### src/hw/rtl/rtt_pkg.sv
// ----------------------------------------------------------------------------
// Retransmit tracking table package
// Shared constants, codes and the command and status types that join the
// controller and the datapath.
// ----------------------------------------------------------------------------
`default_nettype none

package rtt_pkg;

  // Widths of the item fields.
  localparam int ID_W  = 16;
  localparam int EXP_W = 16;
  localparam int MS_W  = 32;

  // Table size default and the cap on results caused by one tick.
  localparam int TABLE_DEPTH_DEF = 16;
  localparam int MAX_RESULTS     = 16;
  localparam int BUF_W           = $clog2(MAX_RESULTS);
  localparam int CNT_W           = $clog2(MAX_RESULTS + 1);

  // Expiry arithmetic.
  localparam logic [MS_W-1:0] MS_PER_S          = 32'd1000;
  localparam logic [MS_W-1:0] DEFAULT_EXPIRY_MS = 32'd86400000;

  // Configuration register defaults and indexes.
  localparam int PADDR_W = 4;
  localparam logic [7:0]  MAX_RETRIES_RST    = 8'd3;
  localparam logic [15:0] RETRY_INTERVAL_RST = 16'd1000;
  localparam logic        SENDER_PRESENT_RST = 1'b0;

  typedef enum logic [1:0] {
    REG_MAX_RETRIES    = 2'd0,
    REG_RETRY_INTERVAL = 2'd1,
    REG_SENDER_PRESENT = 2'd2
  } reg_index_t;

  // Input command codes.
  typedef enum logic [1:0] {
    CMD_SEND = 2'd0,
    CMD_ACK  = 2'd1,
    CMD_TICK = 2'd2
  } cmd_code_t;

  // Result kinds.
  localparam logic KIND_TX     = 1'b0;
  localparam logic KIND_REPORT = 1'b1;

  // Source of the success bit of an emitted result.
  typedef enum logic [1:0] {
    OK_ZERO = 2'd0,
    OK_SEND = 2'd1,
    OK_ACK  = 2'd2
  } ok_sel_t;

  typedef struct packed {
    logic [7:0]  max_retries;
    logic [15:0] retry_interval;
    logic        sender_present;
  } cfg_t;

  // One stored table entry.
  typedef struct packed {
    logic [ID_W-1:0] id;
    logic [MS_W-1:0] last_sent;
    logic [MS_W-1:0] expiry;
    logic [7:0]      retry_count;
    logic [7:0]      retry_limit;
    logic [15:0]     interval;
  } entry_t;

  typedef struct packed {
    logic    en;
    logic    from_buf;
    logic    kind;
    ok_sel_t ok_sel;
    logic    last;
  } emit_t;

  // Commands from the controller to the datapath.
  typedef struct packed {
    logic  capture;
    logic  idx_inc;
    logic  tick_now;
    logic  find_note;
    logic  ack_clr;
    logic  tick_apply;
    logic  send_write;
    emit_t emit;
  } cmd_t;

  // Status from the datapath to the controller.
  typedef struct packed {
    logic [1:0] code;
    logic       needs_ack;
    logic       sender_present;
    logic       idx_last;
    logic       ev_match;
    logic       have_slot;
    logic       res_full;
    logic       buf_empty;
    logic       buf_last;
    logic       out_free;
  } sts_t;

endpackage

`default_nettype wire

### src/hw/rtl/rtt_req_if.sv
// ----------------------------------------------------------------------------
// Request channel
// Valid/ready channel that carries one command item into the table.
// ----------------------------------------------------------------------------
`default_nettype none

interface rtt_req_if import rtt_pkg::*; ();
  logic             valid;
  logic             ready;
  logic [1:0]       command;
  logic [ID_W-1:0]  msg_id;
  logic             needs_ack;
  logic [EXP_W-1:0] expire_after_s;
  logic             ack_success;
  logic             send_ok;

  modport source (output valid, command, msg_id, needs_ack, expire_after_s,
                  ack_success, send_ok, input ready);
  modport sink (input valid, command, msg_id, needs_ack, expire_after_s,
                ack_success, send_ok, output ready);
endinterface

`default_nettype wire

### src/hw/rtl/rtt_rsp_if.sv
// ----------------------------------------------------------------------------
// Result channel
// Valid/ready channel that carries transmit requests and completion reports.
// ----------------------------------------------------------------------------
`default_nettype none

interface rtt_rsp_if import rtt_pkg::*; ();
  logic            valid;
  logic            ready;
  logic            kind;
  logic [ID_W-1:0] msg_id_res;
  logic            success;
  logic            last;

  modport source (output valid, kind, msg_id_res, success, last, input ready);
  modport sink (input valid, kind, msg_id_res, success, last, output ready);
endinterface

`default_nettype wire

### src/hw/rtl/rtt_cfg.sv
// ----------------------------------------------------------------------------
// Configuration registers
// APB-style register file for retry limit, retry interval and sender flag.
// ----------------------------------------------------------------------------
`default_nettype none

module rtt_cfg import rtt_pkg::*; (
  input  wire logic               clk,
  input  wire logic               rst,
  input  wire logic               psel,
  input  wire logic               penable,
  input  wire logic               pwrite,
  input  wire logic [PADDR_W-1:0] paddr,
  input  wire logic [31:0]        pwdata,
  output logic [31:0]             prdata,
  output logic                    pready,
  output cfg_t                    cfg
);

  logic       wr_en;
  reg_index_t sel;

  assign pready = 1'b1;
  assign wr_en  = psel && penable && pwrite && pready;
  assign sel    = reg_index_t'(paddr[3:2]);

  // Register writes.
  always_ff @(posedge clk) begin
    if (rst) begin
      cfg.max_retries    <= MAX_RETRIES_RST;
      cfg.retry_interval <= RETRY_INTERVAL_RST;
      cfg.sender_present <= SENDER_PRESENT_RST;
    end else if (wr_en) begin
      case (sel)
        REG_MAX_RETRIES:    cfg.max_retries    <= pwdata[7:0];
        REG_RETRY_INTERVAL: cfg.retry_interval <= pwdata[15:0];
        REG_SENDER_PRESENT: cfg.sender_present <= pwdata[0];
        default: ;
      endcase
    end
  end

  // Read data.
  always_comb begin
    case (sel)
      REG_MAX_RETRIES:    prdata = {24'd0, cfg.max_retries};
      REG_RETRY_INTERVAL: prdata = {16'd0, cfg.retry_interval};
      REG_SENDER_PRESENT: prdata = {31'd0, cfg.sender_present};
      default:            prdata = 32'd0;
    endcase
  end

endmodule

`default_nettype wire

### src/hw/rtl/rtt_ctrl.sv
// ----------------------------------------------------------------------------
// Table controller
// State machine that sequences sends, acknowledgments, tick scans and the
// delivery of results, one item at a time.
// ----------------------------------------------------------------------------
`default_nettype none

module rtt_ctrl import rtt_pkg::*; (
  input  wire logic clk,
  input  wire logic rst,
  input  wire logic in_valid,
  output logic      in_ready,
  input  wire sts_t sts,
  output cmd_t      cmd
);

  typedef enum logic [15:0] {
    ST_IDLE     = 16'h0001,
    ST_DISPATCH = 16'h0002,
    ST_S_RD     = 16'h0004,
    ST_S_EV     = 16'h0008,
    ST_S_WR     = 16'h0010,
    ST_A_RD     = 16'h0020,
    ST_A_EV     = 16'h0040,
    ST_T_RD     = 16'h0080,
    ST_T_EV     = 16'h0100,
    ST_T_OUT    = 16'h0200,
    ST_EM_TX1   = 16'h0400,
    ST_EM_SEND  = 16'h0800,
    ST_EM_TXL   = 16'h1000,
    ST_EM_FAIL  = 16'h2000,
    ST_EM_ACK   = 16'h4000,
    ST_EM_BUF   = 16'h8000
  } state_t;

  state_t state, state_next;

  always_ff @(posedge clk) begin
    if (rst) state <= ST_IDLE;
    else     state <= state_next;
  end

  assign in_ready = (state == ST_IDLE);

  // Next state and commands.
  always_comb begin
    state_next = state;
    cmd        = '0;
    case (state)
      ST_IDLE: begin
        if (in_valid) begin
          cmd.capture = 1'b1;
          state_next  = ST_DISPATCH;
        end
      end
      ST_DISPATCH: begin
        case (cmd_code_t'(sts.code))
          CMD_SEND: begin
            if (!sts.sender_present) state_next = ST_EM_FAIL;
            else if (!sts.needs_ack) state_next = ST_EM_TX1;
            else                     state_next = ST_S_RD;
          end
          CMD_ACK:  state_next = ST_A_RD;
          CMD_TICK: begin
            cmd.tick_now = 1'b1;
            state_next   = ST_T_RD;
          end
          default:  state_next = ST_IDLE;
        endcase
      end
      // Send scan: find a matching entry and the lowest free one.
      ST_S_RD: state_next = ST_S_EV;
      ST_S_EV: begin
        cmd.find_note = 1'b1;
        if (sts.idx_last) begin
          state_next = ST_S_WR;
        end else begin
          cmd.idx_inc = 1'b1;
          state_next  = ST_S_RD;
        end
      end
      ST_S_WR: begin
        if (sts.have_slot) begin
          cmd.send_write = 1'b1;
          state_next     = ST_EM_TXL;
        end else begin
          state_next = ST_EM_FAIL;
        end
      end
      // Acknowledgment scan stops at the first match.
      ST_A_RD: state_next = ST_A_EV;
      ST_A_EV: begin
        if (sts.ev_match) begin
          cmd.ack_clr = 1'b1;
          state_next  = ST_EM_ACK;
        end else if (sts.idx_last) begin
          state_next = ST_IDLE;
        end else begin
          cmd.idx_inc = 1'b1;
          state_next  = ST_A_RD;
        end
      end
      // Tick scan, bounded by the result cap.
      ST_T_RD: begin
        if (sts.res_full) state_next = ST_T_OUT;
        else              state_next = ST_T_EV;
      end
      ST_T_EV: begin
        cmd.tick_apply = 1'b1;
        if (sts.idx_last) begin
          state_next = ST_T_OUT;
        end else begin
          cmd.idx_inc = 1'b1;
          state_next  = ST_T_RD;
        end
      end
      ST_T_OUT: begin
        if (sts.buf_empty) state_next = ST_IDLE;
        else               state_next = ST_EM_BUF;
      end
      // Result delivery, each waits for a free output register.
      ST_EM_TX1: begin
        if (sts.out_free) begin
          cmd.emit   = '{en: 1'b1, from_buf: 1'b0, kind: KIND_TX, ok_sel: OK_ZERO,
                         last: 1'b0};
          state_next = ST_EM_SEND;
        end
      end
      ST_EM_SEND: begin
        if (sts.out_free) begin
          cmd.emit   = '{en: 1'b1, from_buf: 1'b0, kind: KIND_REPORT, ok_sel: OK_SEND,
                         last: 1'b1};
          state_next = ST_IDLE;
        end
      end
      ST_EM_TXL: begin
        if (sts.out_free) begin
          cmd.emit   = '{en: 1'b1, from_buf: 1'b0, kind: KIND_TX, ok_sel: OK_ZERO,
                         last: 1'b1};
          state_next = ST_IDLE;
        end
      end
      ST_EM_FAIL: begin
        if (sts.out_free) begin
          cmd.emit   = '{en: 1'b1, from_buf: 1'b0, kind: KIND_REPORT, ok_sel: OK_ZERO,
                         last: 1'b1};
          state_next = ST_IDLE;
        end
      end
      ST_EM_ACK: begin
        if (sts.out_free) begin
          cmd.emit   = '{en: 1'b1, from_buf: 1'b0, kind: KIND_REPORT, ok_sel: OK_ACK,
                         last: 1'b1};
          state_next = ST_IDLE;
        end
      end
      ST_EM_BUF: begin
        if (sts.out_free) begin
          cmd.emit   = '{en: 1'b1, from_buf: 1'b1, kind: KIND_TX, ok_sel: OK_ZERO,
                         last: 1'b0};
          if (sts.buf_last) state_next = ST_IDLE;
        end
      end
      default: state_next = ST_IDLE;
    endcase
  end

endmodule

`default_nettype wire

### src/hw/rtl/rtt_dp.sv
// ----------------------------------------------------------------------------
// Table datapath
// Entry memory, valid bits, millisecond clock, scan index, per-tick result
// buffer and the output register.
// ----------------------------------------------------------------------------
`default_nettype none

module rtt_dp import rtt_pkg::*; #(
  parameter int TABLE_DEPTH = TABLE_DEPTH_DEF
) (
  input  wire logic             clk,
  input  wire logic             rst,
  input  wire cfg_t             cfg,
  input  wire cmd_t             cmd,
  output sts_t                  sts,
  input  wire logic [1:0]       in_command,
  input  wire logic [ID_W-1:0]  in_msg_id,
  input  wire logic             in_needs_ack,
  input  wire logic [EXP_W-1:0] in_expire_after_s,
  input  wire logic             in_ack_success,
  input  wire logic             in_send_ok,
  output logic                  out_valid,
  input  wire logic             out_ready,
  output logic                  out_kind,
  output logic [ID_W-1:0]       out_msg_id,
  output logic                  out_success,
  output logic                  out_last
);

  localparam int IDX_W = $clog2(TABLE_DEPTH);

  // Captured item.
  logic [1:0]      cap_cmd;
  logic [ID_W-1:0] cap_id;
  logic            cap_needs_ack;
  logic            cap_ack_ok;
  logic            cap_send_ok;
  logic [MS_W-1:0] exp_ofs;

  logic [MS_W-1:0]        now;
  logic [TABLE_DEPTH-1:0] valid;
  logic [IDX_W-1:0]       idx;
  entry_t                 mem [TABLE_DEPTH];
  entry_t                 rd_q;

  logic             match_found, free_found;
  logic [IDX_W-1:0] match_slot, free_slot;

  logic [CNT_W-1:0] nrep, ntx, ptr, total, tx_off;
  logic [ID_W-1:0]  buf_id [MAX_RESULTS];

  // Entry evaluation.
  logic            ev_valid, ev_match, expire, due, drop, retry;
  logic [MS_W-1:0] d_exp, d_sent;

  assign ev_valid = valid[idx];
  assign ev_match = ev_valid && (rd_q.id == cap_id);
  assign d_exp    = now - rd_q.expiry;
  assign d_sent   = now - rd_q.last_sent;
  assign expire   = (d_exp != '0) && !d_exp[MS_W-1];
  assign due      = d_sent >= {16'd0, rd_q.interval};
  assign drop     = !expire && due && (rd_q.retry_count >= rd_q.retry_limit);
  assign retry    = !expire && due && (rd_q.retry_count < rd_q.retry_limit);

  // Memory write port.
  logic             mem_we;
  logic [IDX_W-1:0] mem_wa;
  entry_t           mem_wd;
  logic [IDX_W-1:0] slot;

  assign slot = match_found ? match_slot : free_slot;

  always_comb begin
    mem_we = 1'b0;
    mem_wa = idx;
    mem_wd = rd_q;
    if (cmd.send_write) begin
      mem_we = 1'b1;
      mem_wa = slot;
      mem_wd = '{id: cap_id, last_sent: now, expiry: now + exp_ofs, retry_count: 8'd0,
                 retry_limit: cfg.max_retries, interval: cfg.retry_interval};
    end else if (cmd.tick_apply && ev_valid && retry) begin
      mem_we              = 1'b1;
      mem_wd.retry_count  = rd_q.retry_count + 8'd1;
      mem_wd.last_sent    = now;
    end
  end

  always_ff @(posedge clk) begin
    if (mem_we) mem[mem_wa] <= mem_wd;
    rd_q <= mem[idx];
  end

  // Captured item and the expiry offset.
  always_ff @(posedge clk) begin
    if (cmd.capture) begin
      cap_cmd       <= in_command;
      cap_id        <= in_msg_id;
      cap_needs_ack <= in_needs_ack;
      cap_ack_ok    <= in_ack_success;
      cap_send_ok   <= in_send_ok;
      exp_ofs       <= (in_expire_after_s == '0) ? DEFAULT_EXPIRY_MS
                                                 : MS_W'(in_expire_after_s) * MS_PER_S;
    end
  end

  // Clock, valid bits, scan index and slot search.
  always_ff @(posedge clk) begin
    if (rst) begin
      now         <= '0;
      valid       <= '0;
      idx         <= '0;
      match_found <= 1'b0;
      free_found  <= 1'b0;
      match_slot  <= '0;
      free_slot   <= '0;
    end else begin
      if (cmd.capture) begin
        idx         <= '0;
        match_found <= 1'b0;
        free_found  <= 1'b0;
      end else if (cmd.idx_inc) begin
        idx <= idx + IDX_W'(1);
      end
      if (cmd.tick_now) now <= now + MS_W'(1);
      if (cmd.find_note) begin
        if (!match_found && ev_match) begin
          match_found <= 1'b1;
          match_slot  <= idx;
        end
        if (!free_found && !ev_valid) begin
          free_found <= 1'b1;
          free_slot  <= idx;
        end
      end
      if (cmd.send_write) valid[slot] <= 1'b1;
      if (cmd.ack_clr) valid[idx] <= 1'b0;
      if (cmd.tick_apply && ev_valid && (expire || drop)) valid[idx] <= 1'b0;
    end
  end

  // Tick result buffer: reports fill upward, transmit requests downward.
  assign total  = nrep + ntx;
  assign tx_off = ptr - nrep;

  always_ff @(posedge clk) begin
    if (rst) begin
      nrep <= '0;
      ntx  <= '0;
      ptr  <= '0;
    end else begin
      if (cmd.capture) begin
        nrep <= '0;
        ntx  <= '0;
        ptr  <= '0;
      end else begin
        if (cmd.tick_apply && ev_valid) begin
          if (expire || drop) nrep <= nrep + CNT_W'(1);
          else if (retry)     ntx  <= ntx + CNT_W'(1);
        end
        if (cmd.emit.en && cmd.emit.from_buf) ptr <= ptr + CNT_W'(1);
      end
    end
  end

  always_ff @(posedge clk) begin
    if (cmd.tick_apply && ev_valid) begin
      if (expire || drop) buf_id[nrep[BUF_W-1:0]] <= rd_q.id;
      else if (retry)     buf_id[BUF_W'(MAX_RESULTS - 1) - ntx[BUF_W-1:0]] <= rd_q.id;
    end
  end

  // Output register.
  logic            buf_is_rep;
  logic [ID_W-1:0] buf_rd;

  assign buf_is_rep = ptr < nrep;
  assign buf_rd     = buf_is_rep ? buf_id[ptr[BUF_W-1:0]]
                                 : buf_id[BUF_W'(MAX_RESULTS - 1) - tx_off[BUF_W-1:0]];

  always_ff @(posedge clk) begin
    if (rst) begin
      out_valid <= 1'b0;
    end else if (cmd.emit.en) begin
      out_valid <= 1'b1;
    end else if (out_ready) begin
      out_valid <= 1'b0;
    end
  end

  always_ff @(posedge clk) begin
    if (cmd.emit.en) begin
      if (cmd.emit.from_buf) begin
        out_kind    <= buf_is_rep ? KIND_REPORT : KIND_TX;
        out_msg_id  <= buf_rd;
        out_success <= 1'b0;
        out_last    <= (ptr == total - CNT_W'(1));
      end else begin
        out_kind   <= cmd.emit.kind;
        out_msg_id <= cap_id;
        out_last   <= cmd.emit.last;
        case (cmd.emit.ok_sel)
          OK_SEND: out_success <= cap_send_ok;
          OK_ACK:  out_success <= cap_ack_ok;
          default: out_success <= 1'b0;
        endcase
      end
    end
  end

  // Status to the controller.
  always_comb begin
    sts.code           = cap_cmd;
    sts.needs_ack      = cap_needs_ack;
    sts.sender_present = cfg.sender_present;
    sts.idx_last       = (idx == IDX_W'(TABLE_DEPTH - 1));
    sts.ev_match       = ev_match;
    sts.have_slot      = match_found || free_found;
    sts.res_full       = (total == CNT_W'(MAX_RESULTS));
    sts.buf_empty      = (total == '0);
    sts.buf_last       = (ptr == total - CNT_W'(1));
    sts.out_free       = !out_valid || out_ready;
  end

endmodule

`default_nettype wire

### src/hw/rtl/retransmit_tracking_table.sv
// Scans: a tracked send reads and evaluates every entry in turn; an ack scans
// up to the first match; a tick scans up to the last entry or the result cap,
// then delivers its results. The entry memory gives one entry per scan step.
// Throughput: one item at a time; the next item is taken once the last result
// sits in the output register. Reset (synchronous) clears the valid bits, the
// clock and the registers to their defaults; there is no clearing pass.
// ----------------------------------------------------------------------------
// Retransmit tracking table
// Tracks messages awaiting acknowledgment and retries or expires them on
// millisecond ticks.
// ----------------------------------------------------------------------------
`default_nettype none

module retransmit_tracking_table import rtt_pkg::*; #(
  parameter int TABLE_DEPTH = TABLE_DEPTH_DEF
) (
  input  wire logic               clk,
  input  wire logic               rst,
  input  wire logic               psel,
  input  wire logic               penable,
  input  wire logic               pwrite,
  input  wire logic [PADDR_W-1:0] paddr,
  input  wire logic [31:0]        pwdata,
  output logic [31:0]             prdata,
  output logic                    pready,
  rtt_req_if.sink                 req,
  rtt_rsp_if.source               rsp
);

  cfg_t cfg;
  cmd_t cmd;
  sts_t sts;

  rtt_cfg u_cfg (
    .clk, .rst, .psel, .penable, .pwrite, .paddr, .pwdata, .prdata, .pready, .cfg
  );

  rtt_ctrl u_ctrl (
    .clk, .rst,
    .in_valid (req.valid),
    .in_ready (req.ready),
    .sts,
    .cmd
  );

  rtt_dp #(.TABLE_DEPTH(TABLE_DEPTH)) u_dp (
    .clk, .rst, .cfg, .cmd, .sts,
    .in_command        (req.command),
    .in_msg_id         (req.msg_id),
    .in_needs_ack      (req.needs_ack),
    .in_expire_after_s (req.expire_after_s),
    .in_ack_success    (req.ack_success),
    .in_send_ok        (req.send_ok),
    .out_valid         (rsp.valid),
    .out_ready         (rsp.ready),
    .out_kind          (rsp.kind),
    .out_msg_id        (rsp.msg_id_res),
    .out_success       (rsp.success),
    .out_last          (rsp.last)
  );

`ifndef ASSERT_OFF
  // A result is only loaded when the output register can take it.
  a_emit_free: assert property (@(posedge clk) disable iff (rst)
    cmd.emit.en |-> sts.out_free) else $error("result loaded over a pending one");

  // A tracked send writes only when a slot was found.
  a_send_slot: assert property (@(posedge clk) disable iff (rst)
    cmd.send_write |-> sts.have_slot) else $error("send written without a slot");

  // The tick scan never acts past the result cap.
  a_tick_cap: assert property (@(posedge clk) disable iff (rst)
    cmd.tick_apply |-> !sts.res_full) else $error("tick scan past result cap");

  // No new item is captured while a scan step is under way.
  a_capture_alone: assert property (@(posedge clk) disable iff (rst)
    cmd.capture |-> !(cmd.tick_apply || cmd.find_note || cmd.emit.en))
    else $error("capture overlaps other work");
`endif

endmodule

`default_nettype wire
### src/flat_wrapper.sv
// flat-port wrapper written by rule: the top's interface ports become plain ports
module retransmit_tracking_table_flat import rtt_pkg::*;
#(
  parameter int TABLE_DEPTH = TABLE_DEPTH_DEF
)
  (clk, rst, psel, penable, pwrite, paddr, pwdata, prdata, pready, req_valid, req_command, req_msg_id, req_needs_ack, req_expire_after_s, req_ack_success, req_send_ok, req_ready, rsp_valid, rsp_kind, rsp_msg_id_res, rsp_success, rsp_last, rsp_ready);
  rtt_req_if req_i ();
  rtt_rsp_if rsp_i ();
  input  wire logic clk;
  input  wire logic rst;
  input  wire logic psel;
  input  wire logic penable;
  input  wire logic pwrite;
  input  wire logic [PADDR_W-1:0] paddr;
  input  wire logic [31:0] pwdata;
  output logic [31:0] prdata;
  output logic pready;
  input wire logic [$bits(req_i.valid)-1:0] req_valid;
  input wire logic [$bits(req_i.command)-1:0] req_command;
  input wire logic [$bits(req_i.msg_id)-1:0] req_msg_id;
  input wire logic [$bits(req_i.needs_ack)-1:0] req_needs_ack;
  input wire logic [$bits(req_i.expire_after_s)-1:0] req_expire_after_s;
  input wire logic [$bits(req_i.ack_success)-1:0] req_ack_success;
  input wire logic [$bits(req_i.send_ok)-1:0] req_send_ok;
  output wire logic [$bits(req_i.ready)-1:0] req_ready;
  output wire logic [$bits(rsp_i.valid)-1:0] rsp_valid;
  output wire logic [$bits(rsp_i.kind)-1:0] rsp_kind;
  output wire logic [$bits(rsp_i.msg_id_res)-1:0] rsp_msg_id_res;
  output wire logic [$bits(rsp_i.success)-1:0] rsp_success;
  output wire logic [$bits(rsp_i.last)-1:0] rsp_last;
  input wire logic [$bits(rsp_i.ready)-1:0] rsp_ready;
  assign req_i.valid = req_valid;
  assign req_i.command = req_command;
  assign req_i.msg_id = req_msg_id;
  assign req_i.needs_ack = req_needs_ack;
  assign req_i.expire_after_s = req_expire_after_s;
  assign req_i.ack_success = req_ack_success;
  assign req_i.send_ok = req_send_ok;
  assign req_ready = req_i.ready;
  assign rsp_valid = rsp_i.valid;
  assign rsp_kind = rsp_i.kind;
  assign rsp_msg_id_res = rsp_i.msg_id_res;
  assign rsp_success = rsp_i.success;
  assign rsp_last = rsp_i.last;
  assign rsp_i.ready = rsp_ready;
  retransmit_tracking_table #(.TABLE_DEPTH(TABLE_DEPTH)) u_core (.clk(clk), .rst(rst), .psel(psel), .penable(penable), .pwrite(pwrite), .paddr(paddr), .pwdata(pwdata), .prdata(prdata), .pready(pready), .req(req_i), .rsp(rsp_i));
endmodule
### config.mk
export PLATFORM = sky130hd
export DESIGN_NAME = retransmit_tracking_table_flat
export DESIGN_NICKNAME = d
export VERILOG_FILES = /design/src/hw/rtl/rtt_pkg.sv /design/src/hw/rtl/rtt_req_if.sv /design/src/hw/rtl/rtt_rsp_if.sv /design/src/hw/rtl/rtt_cfg.sv /design/src/hw/rtl/rtt_ctrl.sv /design/src/hw/rtl/rtt_dp.sv /design/src/hw/rtl/retransmit_tracking_table.sv /design/src/flat_wrapper.sv
export SDC_FILE = /design/constraint.sdc
export NUM_CORES = 2
export LEC_CHECK = 0
export BUFFER_PORTS_ARGS = -buffer_cell sky130_fd_sc_hd__buf_2
export CORE_UTILIZATION = 60
export DETAILED_ROUTE_END_ITERATION = 10
export PLACE_DENSITY = 0.76
export SKIP_LAST_GASP = 1
export SLEW_MARGIN = 15
export SYNTH_ARGS = -nofsm -noshare
export SYNTH_HDL_FRONTEND = slang
export SYNTH_SLANG_ARGS = --single-unit
### constraint.sdc
create_clock -name clk -period 14.9 [get_ports clk]
set_input_delay 2.98 -clock clk [delete_from_list [all_inputs] [get_ports clk]]
set_output_delay 2.98 -clock clk [all_outputs]
set_load 0.01 [all_outputs]
# --- After elaboration in Yosys (flattened, before gate mapping) ---
# Memories as Yosys holds them, arrays and structs flattened. A register that Yosys moved wholly into a read port is not among the register bits.
# Index checks and enable logic that the tools add are counted.
word_totals:
  inputBits: 80
  wordCells: 217
  ramBits: 2048
  regBits: 191
  mem_count: 2
  out_inout_bits: 54
classes:
  n_mux: 88
  n_addsub: 14
  n_mul: 1
  n_eq_ne: 31
  n_bitwise: 5
  n_lt_le_gt_ge: 8
  n_reduce_logical: 42
mem_list:
  columns: ["name", "words", "width", "read_ports", "rd_ports_with_merged_regs", "wr", "line_no", "text"]
  rows:
  - ["u_core.u_dp.mem", 16, 112, 1, 1, 1, "rtt_dp.sv:43", "entry_t mem [TABLE_DEPTH];"]
  - ["u_core.u_dp.buf_id", 16, 16, 2, 1, 1, "rtt_dp.sv:50", "logic [ID_W-1:0] buf_id [MAX_RESULTS];"]
op_table:
  columns: ["op", "n"]
  rows:
  - ["16-bit 2-to-1 mux", 16]
  - ["16-bit case mux with 13 select lines", 1]
  - ["32-bit 2-to-1 mux", 3]
  - ["32-bit subtractor", 2]
  - ["16-bit case mux with 3 select lines", 1]
  - ["6-bit 2-to-1 mux", 7]
  - ["14-bit case mux with 3 select lines", 1]
  - ["1-bit 2-to-1 mux", 38]
  - ["6-bit case mux with 6 select lines", 1]
  - ["32-bit by 1-bit adder with 32-bit output, second input constant", 1]
  - ["32-bit adder", 1]
  - ["16-bit bitwise AND", 2]
  - ["32-bit by 16-bit >= comparator with 1-bit output", 1]
  - ["32-bit nonzero test", 1]
  - ["14-bit 2-to-1 mux", 2]
  - ["27-bit 2-to-1 mux", 1]
  - ["24-bit 2-to-1 mux", 1]
  - ["16-bit by 7-bit multiplier with 23-bit output, second input constant", 1]
  - ["10-bit 2-to-1 mux", 2]
  - ["4-bit 2-to-1 mux", 5]
  - ["16-bit by 1-bit equality test with 1-bit output, second input constant", 1]
  - ["16-bit by 10-bit equality test with 1-bit output, second input constant", 1]
  - ["16-bit by 11-bit equality test with 1-bit output, second input constant", 1]
  - ["16-bit by 12-bit equality test with 1-bit output, second input constant", 1]
  - ["54 further kinds", 97]

# --- Logic depth before layout (Yosys ltp) ---
depth:
  word_depth: 13
  mapped_depth: 25
  ltp_nobuf: 23

# --- By module ---
# From an unflattened synthesis, not the netlist that was laid out.
unflattened:
  hier_cells: 5516
  area_unflattened_um2: 100415.1
modules_own_cells:
  columns: ["module", "n_inst", "area_each_um2", "cells_each", "seq_area_each_um2"]
  rows:
  - ["rtt_dp", 1, 97772.5, 5202, 67304.6]
  - ["rtt_cfg", 1, 1431.4, 157, 500.5]
  - ["rtt_ctrl", 1, 1211.2, 157, 320.3]

# --- Least setup slack after synthesis ---
# Ideal clock, no wire load.
synth_timing:
  path_type: "reg-to-reg"
  start: "reg u_core.u_dp.now[0]"
  end: "mem u_core.u_dp.mem[2][0] (netlist bit) (enable)"
  t_arrival_ns: 11.721
  required_time_ns: 14.180
  path_slack_ns: 2.459
  path_buffers: 0
  path_stages_with_launch: 22
  setup_time_ns: 0.720
  period_less_slack_ns: 12.441
  cell_sequence: "dfxtp_1 inv_1 ha_1 fa_1 nand2b_1 a21oi_1 o21ai_1 o211a_1 o21ai_0 xor2_1 ha_1 and4_1 o211ai_1 a21oi_1 nor4_1 nand2_1 a211oi_1 nand4_1 nor3b_1 a2111oi_4 a22oi_2 nor3_1"
synth_between:
  elab_chain_cells: 11
  word_cells_on_any_way: 14
  classes_between: "add/sub (2); order compare (1); mux (4); reduce/logical (7)"
synth_lines:
  columns: ["item", "line_no", "text"]
  rows:
  - ["from (decl)", "rtt_dp.sv:40", "logic [MS_W-1:0] now;"]
  - ["from (signal assigned)", "rtt_dp.sv:125", "if (cmd.tick_now) now <= now + MS_W'(1);"]
  - ["parallel branches: the longest is 4 deep, another holds 32-bit subtractor", null, null]
  - ["1-bit logical AND (*) (2 in series)", "rtt_dp.sv:63", "assign retry = !expire && due && (rd_q.retry_count < rd_q.retry_limit);"]
  - ["1-bit logical AND (*)", "rtt_dp.sv:82", "end else if (cmd.tick_apply && ev_valid && retry) begin"]
  - ["1-bit 2-to-1 mux (*)", "rtt_dp.sv:82", null]
  - ["1-bit 2-to-1 mux (*)", "rtt_dp.sv:77", "if (cmd.send_write) begin"]
  - ["1-bit 2-to-1 mux (*)", "rtt_dp.sv:90", "if (mem_we) mem[mem_wa] <= mem_wd;"]
  - ["1-bit 2-to-1 mux (not written as such) (*)", "rtt_dp.sv:90", null]
  - ["to (decl)", "rtt_dp.sv:43", null]
# Mark *: on every way between the ends.

# --- Worst setup path in the final report ---
layout_timing:
  start: "reg u_core.u_dp.now[0]"
  end: "mem u_core.u_dp.mem[15][11] (netlist bit) (enable)"
# The elaborated chain is that of the path after synthesis.

==> reports/qor.txt <==
sequential share of the synthesized area = 67.9%
H-tree Lvls = 4
Overflow after GRT = 0
Syn Inst Count = 5533
max_slew headroom = 20.1%
Setup Skew = 0.0711 ns
fin crit share = 53.4%
synth top area cells = edfxtp_1 63%, mux4_2 16%, dfxtp_1 4.7%
Synth Cell Area = 0.100 sq mm
GR Util met3 = 4.59%
Synth cell types = 92
die area = 0.169 sq mm
Peak VDD IR = 0.133 mV
number of global-route vias before repair = 54.4k
Post-synth EDFFs = 2112
Ports = 134
WL final = 235000 um
GPL Wtd Cong = 0.893
via/cell ratio = 6.62
largest net degree at the start of global routing = 145
TritonRoute pass-1 iters = 6
Final setup viols = 0
cts repair resizes = 0
Core Rows = 149
FILL cells = 10.5k
via count = 53.7k
setup bufs post-CTS = 0
clock slew at reported path FFs = 0.07 ns
TritonCTS Buffers = 220
Core Region = 0.166 sq mm
worst skew pair latency = 0.88 ns
fin crit period = 7.95 ns
DPL Wire Length = 127000 um
Initial DRC Count = 6422
Crit Path Category = reg -> reg
Layout Nets = 6056
Worst setup SP type = flop
critical path arrival = 8.41 ns
CTS sink count = 2347
f_max = 0.126 GHz
Post-Place Worst Slack = 6.90 ns
most common cell after layout, fill and taps aside = edfxtp_1
Wirelength per Cell = 28.9 um
Final Max Tran Viols = 0
largest area contributor in the netlist = edfxtp_1
hold buffers post-CTS = 0
initial core utilization = 60.6%
synthesis-to-finish area growth = 10.8%
worst hold path type = reg -> reg
crit-path max FO = 50
FFs w/ async S/R, synth = 0%
most frequent cells in the layout = 2112 x edfxtp_1, 725 x mux4_2, 297 x nand2_1, 228 x dfxtp_1, 224 x inv_1
R2R depth = 23
Yosys top cell area share = 63.2%
final hold slack = 0.475 ns
Data required, critical path = 15.35 ns
Synth warnings = 0
first-pass GRT wire length = 349000 um
post-route ant nets = 0
met2 layer usage reported by global route = 46.4%
Global Route Usage Sum = 28.1%
initial antenna violation count = 5
status = finished, final reports clean
met1 GRT Util = 39.1%
layout cells sized above 1 = 23.8%
PnR Total Power = 0.0134 W
Max Cap Viol = 0
die width = 411 um
CTS Root Cell = clkbuf_16
Final Hold Viols = 0
Tightest Pin Transition = 1.17 ns
Yosys reg bits = 2347
Setup TNS = 0 ns
Pleak = 30.3 nW
ys flop type = edfxtp_1
CP Capture Type = flop
unrepaired setup endpoints after global routing = no
DRC errors left = 0
Buffers on Ports = 98
Die Ht = 411 um
PD cells = 120 mW/mm^2
mean area per synthesized cell = 18.1 sq um
clk buf depth = 3
CTS tree = done
Worst Hold Depth = 2
setup slack after layout = 6.95 ns
gr busiest metal = met2
[final timing paths]
check | start | to | slack, ns
max | u_core.u_dp.now[0] | u_core.u_dp.mem[15][11] | 6.95
min reg2reg | u_core.u_cfg.cfg[14] | u_core.u_cfg.cfg[14] | 0.48
min | u_core.u_cfg.cfg[14] | u_core.u_cfg.cfg[14] | 0.48
max reg2reg | u_core.u_dp.now[0] | u_core.u_dp.mem[15][11] | 6.95
[cells in the mapped netlist (59+ instances only)]
library cell	n
nand2_1	297
mux4_2	725
a21oi_1	155
ha_1	194
nand3_1	61
xnor2_1	89
edfxtp_1	2112
inv_1	225
o21ai_0	153
fa_1	59
nor2_1	199
nor3_1	65
clkbuf_1	187
dfxtp_1	235
mux2i_1	60
[metrics by stage]
stage / std cells / utilization [%] / instance area (sq um)
after floorplan: 5548 / - / 100000
after global routing: 8105 / 67.2 / 111000
after detailed placement: 7690 / 62.8 / 104000
after CTS: 8104 / 67.2 / 111000
after global placement: 7690 / 62.8 / 104000
final: 8107 / 67.2 / 111000
[routing by layer]
layer	share of wire [%]	wire, um	up-vias
li1	-	-	22605
met1	39	91200	27927
met3	8.5	19900	396
met4	2.6	6160	2
met5	0.0055	13	-
met2	50	117000	2733
[critical path, stage by stage (launching register included)]
cell,delay [ns]
dfxtp_1,0.45
inv_1,0.13
ha_1,0.24
fa_1,0.40
nand2b_1,0.18
a21oi_1,0.28
o21ai_1,0.23
o211a_1,0.33
o21ai_0,0.33
xor2_1,0.12
ha_1,0.32
and4_1,0.28
o211ai_1,0.11
a21oi_1,0.30
nor4_1,0.11
nand2_1,0.10
a211oi_1,0.05
nand4_1,0.11
nor3b_1,0.15
a2111oi_4,0.88
a22oi_2,0.40
nor3_2,0.28
buf_4,0.74
buf_4,0.92
[area by class of cell]
cell class | instances | area, sq um | area share [%]
Sequential cell | 2347 | 68100 | 61.3
Multi-Input combinational cell | 2703 | 30600 | 27.5
Timing Repair Buffer | 226 | 1640 | 1.48
Clock inverter | 110 | 1170 | 1.06
Antenna cell | 3 | 7.51 | 0.00675
Inverter | 225 | 845 | 0.759
Tap cell | 2189 | 2740 | 2.46
Clock buffer | 304 | 6060 | 5.45
[where the power goes]
| part | switching [W] | total (W) | internal, W |
|---|---|---|---|
| Combinational | 0.000369 | 0.000646 | 0.000277 |
| Sequential | 0.0000250 | 0.00716 | 0.00714 |
| Clock | 0.00243 | 0.00557 | 0.00314 |
| Total | 0.00283 | 0.0134 | 0.0106 |
[cells by family after synthesis]
group	Yosys count	share of synthesized area, %
AO/OA/AOI/OAI	582	3.73
XOR/XNOR	138	1.20
adder cells (fa/ha/maj)	253	3.60
buffers and inverters	498	1.96
flip-flops	2347	67.9
multiplexers	817	17.3
other	2	0.00748
AND/OR/NAND/NOR	896	4.30
[registers in the layout, indices dropped and copies added, names as in the netlist, 5 cells and up, named ones only]
signal and count:
u_core.u_dp.buf_id 256, u_core.u_dp.ntx 5, u_core.u_dp.cap_id 16, u_core.u_dp.ptr 5, u_core.u_dp.exp_ofs 24, u_core.u_dp.out_msg_id 16, u_core.u_dp.nrep 5, u_core.u_dp.mem 1792
u_core.u_dp.rd_q 112, u_core.u_ctrl.state 16, u_core.u_dp.valid 16, u_core.u_cfg.cfg 25, u_core.u_dp.now 32
No activity file was read; power rests on OpenSTA's default activity.
